<file path="src/hw/rtl/feal_pkg.sv">
package feal_pkg;

    localparam int unsigned CFG_IDX_W = 2;

    localparam logic [CFG_IDX_W-1:0] REG_CIPHER_KEY   = 2'd0;
    localparam logic [CFG_IDX_W-1:0] REG_PARITY_STRIP = 2'd1;

    localparam logic [63:0] KEY_PARITY_MASK = 64'hfefe_fefe_fefe_fefe;

    typedef logic [31:0] t_word;
    typedef logic [15:0] t_subkey;

    function automatic logic [7:0] sbox(input logic [7:0] x, input logic [7:0] y,
                                        input logic d);
        logic [7:0] s;
        s = x + y + {7'd0, d};
        return {s[5:0], s[7:6]};
    endfunction

    function automatic t_word key_fn(input t_word a, input t_word b);
        logic [7:0] t0;
        logic [7:0] t1;
        logic [7:0] t2;
        logic [7:0] t3;
        t1 = a[23:16] ^ a[31:24];
        t2 = a[15:8] ^ a[7:0];
        t1 = sbox(t1, t2 ^ b[31:24], 1'b1);
        t2 = sbox(t2, t1 ^ b[23:16], 1'b0);
        t0 = sbox(a[31:24], t1 ^ b[15:8], 1'b0);
        t3 = sbox(a[7:0], t2 ^ b[7:0], 1'b1);
        return {t0, t1, t2, t3};
    endfunction

    function automatic t_word round_fn(input t_word a, input t_subkey k);
        logic [7:0] t0;
        logic [7:0] t1;
        logic [7:0] t2;
        logic [7:0] t3;
        t1 = a[23:16] ^ k[15:8] ^ a[31:24];
        t2 = a[15:8] ^ k[7:0] ^ a[7:0];
        t1 = sbox(t1, t2, 1'b1);
        t2 = sbox(t2, t1, 1'b0);
        t0 = sbox(a[31:24], t1, 1'b0);
        t3 = sbox(a[7:0], t2, 1'b1);
        return {t0, t1, t2, t3};
    endfunction

endpackage

</file>
<file path="src/hw/rtl/feal_ram.sv">
module feal_ram #(
    parameter int unsigned WIDTH = 16,
    parameter int unsigned DEPTH = 32
) (
    input  logic                     i_clk,
    input  logic                     i_we,
    input  logic [$clog2(DEPTH)-1:0] i_waddr,
    input  logic [WIDTH-1:0]         i_wdata,
    input  logic [$clog2(DEPTH)-1:0] i_raddr,
    output logic [WIDTH-1:0]         o_rdata
);

    logic [WIDTH-1:0] r_mem [DEPTH];
    logic [WIDTH-1:0] r_rdata;

    always_ff @(posedge i_clk) begin
        if (i_we) begin
            r_mem[i_waddr] <= i_wdata;
        end
        r_rdata <= r_mem[i_raddr];
    end

    assign o_rdata = r_rdata;

endmodule

</file>
<file path="src/hw/rtl/feal_block_cipher_unit.sv">
// FEAL-N block cipher with a 64-bit key.
// Configuration: a write channel (i_cfg_valid / o_cfg_ready, always ready) sets the
// cipher key (index 0) and the parity strip bit (index 1); other indices are ignored.
// A write to either register marks the subkeys stale. Write only while the block is idle.
// Input: a beat on i_in_valid with o_in_stall low carries a mode bit and one block.
// The block then raises o_in_stall until the item has finished.
// Output: o_out_valid with o_data_out is held in an output register until a beat
// with i_out_stall low; a new item may be accepted while that result waits.
// Sequence: ST_PREP loads the block into the round registers, then ST_ROUND runs the
// rounds, one Feistel round per cycle through a shared round unit, and ST_FIN loads
// the output register.
// The first item after reset or after a key or parity write first runs the key
// schedule in ST_EXPAND, one subkey per cycle.
// Reset clears the control state and marks the subkeys stale; the key resets to zero.
// While the result register is full and stalled, a finished item waits in its last step.
module feal_block_cipher_unit #(
    parameter int unsigned ROUNDS = 32
) (
    input  logic                            i_clk,
    input  logic                            i_rst_n,
    input  logic                            i_cfg_valid,
    output logic                            o_cfg_ready,
    input  logic [feal_pkg::CFG_IDX_W-1:0]  i_cfg_index,
    input  logic [63:0]                     i_cfg_data,
    input  logic                            i_in_valid,
    output logic                            o_in_stall,
    input  logic                            i_mode,
    input  logic [63:0]                     i_data_in,
    output logic                            o_out_valid,
    input  logic                            i_out_stall,
    output logic [63:0]                     o_data_out
);

    import feal_pkg::*;

    localparam int unsigned KEY_STEPS   = (ROUNDS + 9) / 2;
    localparam int unsigned STORE_DEPTH = 2 * KEY_STEPS;
    localparam int unsigned KW          = $clog2(STORE_DEPTH);
    localparam int unsigned AW          = $clog2(ROUNDS);

    localparam logic [KW-1:0] ROUNDS_K   = KW'(ROUNDS);
    localparam logic [KW-1:0] KIDX_LAST  = KW'(STORE_DEPTH - 1);
    localparam logic [KW-1:0] WK_COUNT   = KW'(8);
    localparam logic [AW-1:0] ROUND_LAST = AW'(ROUNDS - 1);

    localparam logic [2:0] ST_IDLE   = 3'd0;
    localparam logic [2:0] ST_EXPAND = 3'd1;
    localparam logic [2:0] ST_PREP   = 3'd2;
    localparam logic [2:0] ST_ROUND  = 3'd3;
    localparam logic [2:0] ST_FIN    = 3'd4;

    logic [2:0]    r_state;
    logic [2:0]    n_state;
    logic [63:0]   r_key;
    logic          r_parity;
    logic          r_keys_valid;
    logic          r_mode;
    logic [63:0]   r_blk;
    t_word         r_x;
    t_word         n_x;
    t_word         r_y;
    t_word         n_y;
    logic [AW-1:0] r_cnt;
    logic [KW-1:0] r_kidx;
    t_word         r_ka;
    t_word         r_kb;
    t_word         r_kd;
    t_subkey       r_wk [8];
    logic          r_out_valid;
    logic [63:0]   r_data_out;

    logic          accept;
    logic [63:0]   key_eff;
    t_word         nb;
    t_subkey       exp_wdata;
    logic [KW-1:0] wk_off;
    logic          ram_we;
    logic [AW-1:0] ram_raddr;
    t_subkey       ram_rdata;
    t_word         w0;
    t_word         w2;
    t_word         w4;
    t_word         w6;
    logic          out_free;

    assign o_cfg_ready = 1'b1;
    assign o_in_stall  = (r_state != ST_IDLE);
    assign accept      = i_in_valid && (r_state == ST_IDLE);
    assign out_free    = !r_out_valid || !i_out_stall;

    assign key_eff   = r_parity ? (r_key & KEY_PARITY_MASK) : r_key;
    assign nb        = key_fn(r_ka, r_kb ^ r_kd);
    assign exp_wdata = r_kidx[0] ? r_kb[15:0] : nb[31:16];
    assign wk_off    = r_kidx - ROUNDS_K;
    assign ram_we    = (r_state == ST_EXPAND) && (r_kidx < ROUNDS_K);

    assign w0 = {r_wk[0], r_wk[1]};
    assign w2 = {r_wk[2], r_wk[3]};
    assign w4 = {r_wk[4], r_wk[5]};
    assign w6 = {r_wk[6], r_wk[7]};

    always_comb begin
        if (r_state == ST_PREP) begin
            ram_raddr = r_mode ? ROUND_LAST : '0;
        end else begin
            ram_raddr = r_mode ? (ROUND_LAST - r_cnt - AW'(1)) : (r_cnt + AW'(1));
        end
    end

    feal_ram #(
        .WIDTH (16),
        .DEPTH (ROUNDS)
    ) u_subkeys (
        .i_clk   (i_clk),
        .i_we    (ram_we),
        .i_waddr (r_kidx[AW-1:0]),
        .i_wdata (exp_wdata),
        .i_raddr (ram_raddr),
        .o_rdata (ram_rdata)
    );

    always_comb begin
        n_state = r_state;
        n_x     = r_x;
        n_y     = r_y;
        unique case (r_state)
            ST_IDLE: begin
                if (accept) begin
                    n_state = (r_keys_valid) ? ST_PREP : ST_EXPAND;
                end
            end
            ST_EXPAND: begin
                if (r_kidx == KIDX_LAST) begin
                    n_state = ST_PREP;
                end
            end
            ST_PREP: begin
                if (r_mode) begin
                    n_x = r_blk[63:32] ^ w4;
                    n_y = r_blk[31:0] ^ w6 ^ n_x;
                end else begin
                    n_x = r_blk[63:32] ^ w0;
                    n_y = r_blk[31:0] ^ w2 ^ n_x;
                end
                n_state = ST_ROUND;
            end
            ST_ROUND: begin
                n_x = r_y;
                n_y = r_x ^ round_fn(r_y, ram_rdata);
                if (r_cnt == ROUND_LAST) begin
                    n_state = ST_FIN;
                end
            end
            ST_FIN: begin
                if (out_free) begin
                    n_state = ST_IDLE;
                end
            end
            default: begin
                n_state = ST_IDLE;
            end
        endcase
    end

    always_ff @(posedge i_clk) begin
        if (!i_rst_n) begin
            r_state      <= ST_IDLE;
            r_key        <= '0;
            r_parity     <= 1'b0;
            r_keys_valid <= 1'b0;
            r_out_valid  <= 1'b0;
            r_cnt        <= '0;
            r_kidx       <= '0;
        end else begin
            r_state <= n_state;
            if (i_cfg_valid) begin
                if (i_cfg_index == REG_CIPHER_KEY) begin
                    r_key        <= i_cfg_data;
                    r_keys_valid <= 1'b0;
                end else if (i_cfg_index == REG_PARITY_STRIP) begin
                    r_parity     <= i_cfg_data[0];
                    r_keys_valid <= 1'b0;
                end
            end
            if (accept) begin
                r_kidx <= '0;
            end else if (r_state == ST_EXPAND) begin
                r_kidx <= r_kidx + KW'(1);
                if (r_kidx == KIDX_LAST) begin
                    r_keys_valid <= 1'b1;
                end
            end
            if (r_state == ST_PREP) begin
                r_cnt <= '0;
            end else if (r_state == ST_ROUND) begin
                r_cnt <= r_cnt + AW'(1);
            end
            if ((r_state == ST_FIN) && out_free) begin
                r_out_valid <= 1'b1;
            end else if (!i_out_stall) begin
                r_out_valid <= 1'b0;
            end
        end
    end

    always_ff @(posedge i_clk) begin
        r_x <= n_x;
        r_y <= n_y;
        if (accept) begin
            r_mode <= i_mode;
            r_blk  <= i_data_in;
            r_ka   <= key_eff[63:32];
            r_kb   <= key_eff[31:0];
            r_kd   <= '0;
        end else if ((r_state == ST_EXPAND) && !r_kidx[0]) begin
            r_kd <= r_ka;
            r_ka <= r_kb;
            r_kb <= nb;
        end
        if ((r_state == ST_EXPAND) && (r_kidx >= ROUNDS_K) && (wk_off < WK_COUNT)) begin
            r_wk[wk_off[2:0]] <= exp_wdata;
        end
        if ((r_state == ST_FIN) && out_free) begin
            if (r_mode) begin
                r_data_out <= {r_y ^ w0, r_x ^ r_y ^ w2};
            end else begin
                r_data_out <= {r_y ^ w4, r_x ^ r_y ^ w6};
            end
        end
    end

    assign o_out_valid = r_out_valid;
    assign o_data_out  = r_data_out;

endmodule
</file>
<file path="config.mk">
export PLATFORM = sky130hd
export DESIGN_NAME = feal_block_cipher_unit
export DESIGN_NICKNAME = d
export VERILOG_FILES = /design/src/hw/rtl/feal_pkg.sv /design/src/hw/rtl/feal_ram.sv /design/src/hw/rtl/feal_block_cipher_unit.sv
export SDC_FILE = /design/constraint.sdc
export NUM_CORES = 2
export LEC_CHECK = 0
export ABC_CLOCK_PERIOD_IN_PS = 13500
export BUFFER_PORTS_ARGS = -buffer_cell sky130_fd_sc_hd__buf_2
export CORE_UTILIZATION = 55
export CTS_CLUSTER_SIZE = 10
export DETAILED_ROUTE_END_ITERATION = 10
export PLACE_DENSITY = 0.79
export SYNTH_ARGS = -nofsm -noshare
export SYNTH_HDL_FRONTEND = slang
export SYNTH_SLANG_ARGS = --single-unit
</file>
<file path="constraint.sdc">
create_clock -name i_clk -period 13.5 [get_ports i_clk]
set_input_delay 1.35 -clock i_clk [delete_from_list [all_inputs] [get_ports i_clk]]
set_output_delay 1.35 -clock i_clk [all_outputs]
set_load 0.05 [all_outputs]
</file>
==> results.sh <==
export IMPL_status="finished clean"
export IMPL_antenna_found_initial=4
export IMPL_drive_gt1_share_pct=14.5
export IMPL_path_max_fanout=3
export IMPL_viasPerCell=5.87
export IMPL_setup_viol=0
export IMPL_vias=27161
export IMPL_nNetsFinal=3687
export IMPL_met1Wirelength_microns=41700
export IMPL_core_area_sq_um=80400
export IMPL_final_area_sq_um=50400
export IMPL_yosys_top_cells_count="edfxtp_1, nand2_1, xnor2_1"
export IMPL_ant_nets=0
export IMPL_worstPathArrival_ps=6660
export IMPL_portBuffers=201
export IMPL_holdBufCountCts=0
export IMPL_wl_met2_microns=54100
export IMPL_start_kind="flop"
export IMPL_postCtsSetupRepairBufs=0
export IMPL_cp_slowest_cell="fa_1"
export IMPL_yosys_area_top_type="edfxtp_1"
export IMPL_crit_type="reg2reg"
export IMPL_dp_hpwl_microns=68200
export IMPL_grt_pass1_vias=27039
export IMPL_yosysTopAreaCellShare_pct=60.4
export IMPL_die_x_microns=287
export IMPL_synth_edff_count=897
export IMPL_async_flop_share_pct=0
export IMPL_required_ps=13910
export IMPL_avgSynthCellArea_sq_um=13.7
export IMPL_min_period_over_period_pct=46.3
export IMPL_clk_pin_slew_ps=60
export IMPL_tightest_slew_ps=1260
export IMPL_globalplace_congestion=0.908
export IMPL_dr_pass1_iters=5
export IMPL_grt_overflow=0
export IMPL_clockBufferDepth=3
export IMPL_drv_slew=0
export IMPL_grt_usage_pct=26.8
export IMPL_place_area_sq_um=47000
export IMPL_dieHeight_microns=287
export IMPL_synthCells=3261
export IMPL_cpPeakStageDelay_ps=470
export IMPL_grt_pass1_wl_microns=164000
export IMPL_fin_ws_ps=7250
export IMPL_initial_core_util_pct=55.4
export IMPL_syn_nets=3467
export IMPL_critPathCaptureType="flop"
export IMPL_finalCriticalPeriod_ps=6250
export IMPL_syn_area_sq_um=44600
export IMPL_yosys_warnings=0
export IMPL_area_delta_synth_final_pct=13.0
export IMPL_cts_inserted_buffers=114
export IMPL_dieArea_sq_um=82200
export IMPL_grt_max_degree=151
export IMPL_cts_resized=0
export IMPL_wl_met3_microns=9390
export IMPL_fin_skew_ps=41.9
export IMPL_clock_sinks=1026
export IMPL_yosys_register_bits=1026
export IMPL_dpl_worst_slack_ps=7360
export IMPL_timing_max_cap_violations=0
export IMPL_fin_tns_setup_ps=0
export IMPL_rsz0062_at_grt="no"
export IMPL_fmax_mhz=160
export IMPL_top_layer="met5"
export IMPL_synthTopCellsByArea="edfxtp_1, xnor2_1, dfxtp_1"
export IMPL_routed_wl_microns=110000
export IMPL_row_count=104
export IMPL_synth_most_common_cell="edfxtp_1"
export IMPL_hold_violations=0
export IMPL_hp_class="reg2reg"
export IMPL_relSlewSlack_pct=15.8
export IMPL_cts_root_buf="clkbuf_16"
export IMPL_cts_htree_levels=3
export IMPL_synth_main_ff_cell="edfxtp_1"
export IMPL_ys_seq_area_share_pct=66.2
export IMPL_synth_cell_types=64
export IMPL_avgRoutedWirePerCell_microns=23.7
export IMPL_cts_tree="yes"
export IMPL_boundaryPins=203
export IMPL_drc=0
export IMPL_clk_latency_ps=700
export IMPL_drt_iter0_markers=2839
-- path summary, 6_finish.rpt --
| path | startpoint | to | slack (ps) | cells past startpoint |
|---|---|---|---|---|
| max | r_ka[0]$_DFFE_PP_ | r_kb[0]$_DFFE_PP_ | 7250 | 30 |
| min | r_key[39]$_SDFFE_PN0P_ | r_key[39]$_SDFFE_PN0P_ | 470 | 2 |
| max reg2reg | r_ka[0]$_DFFE_PP_ | r_kb[0]$_DFFE_PP_ | 7250 | 30 |
| min reg2reg | r_key[39]$_SDFFE_PN0P_ | r_key[39]$_SDFFE_PN0P_ | 470 | 2 |
-- layout make-up --
type | count | area (sq um)
fillers | 5759 | 30100
flip-flops and latches | 1026 | 29500
multi-input cells | 2061 | 14700
clock buffers | 197 | 3250
repair buffers | 248 | 1370
well taps | 1060 | 1330
clock inverters | 8 | 129
inverters | 30 | 118
diodes | 1 | 2.50
-- cells by family after synthesis --
family,Yosys count,synth area share (%)
DFF,1026,66.2
and+or+nand+nor,926,8.79
xor gates and xnor gates,470,9.37
AOI/OAI and AO/OA,393,5.54
muxes,201,6.34
buffers and inverters,174,1.64
adders and majority gates,70,2.10
other,1,0.00841
-- metal layers --
layer  GRT usage [%]  vias to the layer above
met2            44.8                     1378
met5               0                        -
met1            34.7                    13288
met3            4.15                      257
met4            11.7                        4
li1                -                    12234
-- cell usage in the layout (no fill, tap or decap), types with 62 or more instances in the layout --
cell,Yosys,layout
mux4_2,64,64
nand2_1,628,626
dfxtp_1,129,128
o21ai_0,130,120
nor2_1,91,62
clkbuf_16,0,117
buf_2,26,201
mux2i_1,128,128
a21boi_0,68,68
xnor2_1,315,315
a21oi_1,88,84
clkbuf_1,100,78
edfxtp_1,897,897
ha_1,62,62
nand3_1,78,78
xor2_1,150,149
-- stage by stage --
step,cells,hold WS [ps],util (%)
global placement,4425,455,58.4
floorplan,3261,441,-
detailed placement,4425,458,58.4
CTS,4630,466,62.6
global route,4630,483,62.6
finish,4631,465,62.6
-- worst max-delay path, delay by kind of cell (launching register included) --
kind / cells / cell delay [ps]
AO/OA/AOI/OAI: 11 / 1770
adder cells (fa/ha/maj): 6 / 1820
buffers and inverters: 2 / 150
XOR/XNOR: 7 / 1370
flip-flops: 1 / 440
AND/OR/NAND/NOR: 4 / 390
-- sequential cells by signal, indices dropped and copies added, names as in the netlist --
signal             cells
r_keys_valid           1
u_subkeys.o_rdata     16
r_wk                 128
r_state                3
r_blk                 64
r_x                   32
r_parity               1
r_kb                  32
o_out_valid            1
u_subkeys.r_mem      512
r_y                   32
o_data_out            64
r_kidx                 6
r_ka                  32
r_cnt                  5
r_key                 64
r_kd                  32
r_mode                 1
Power is left out: the tool's default activity adds up to more than one toggle a clock period on the data nets, which glitch-free logic cannot reach.
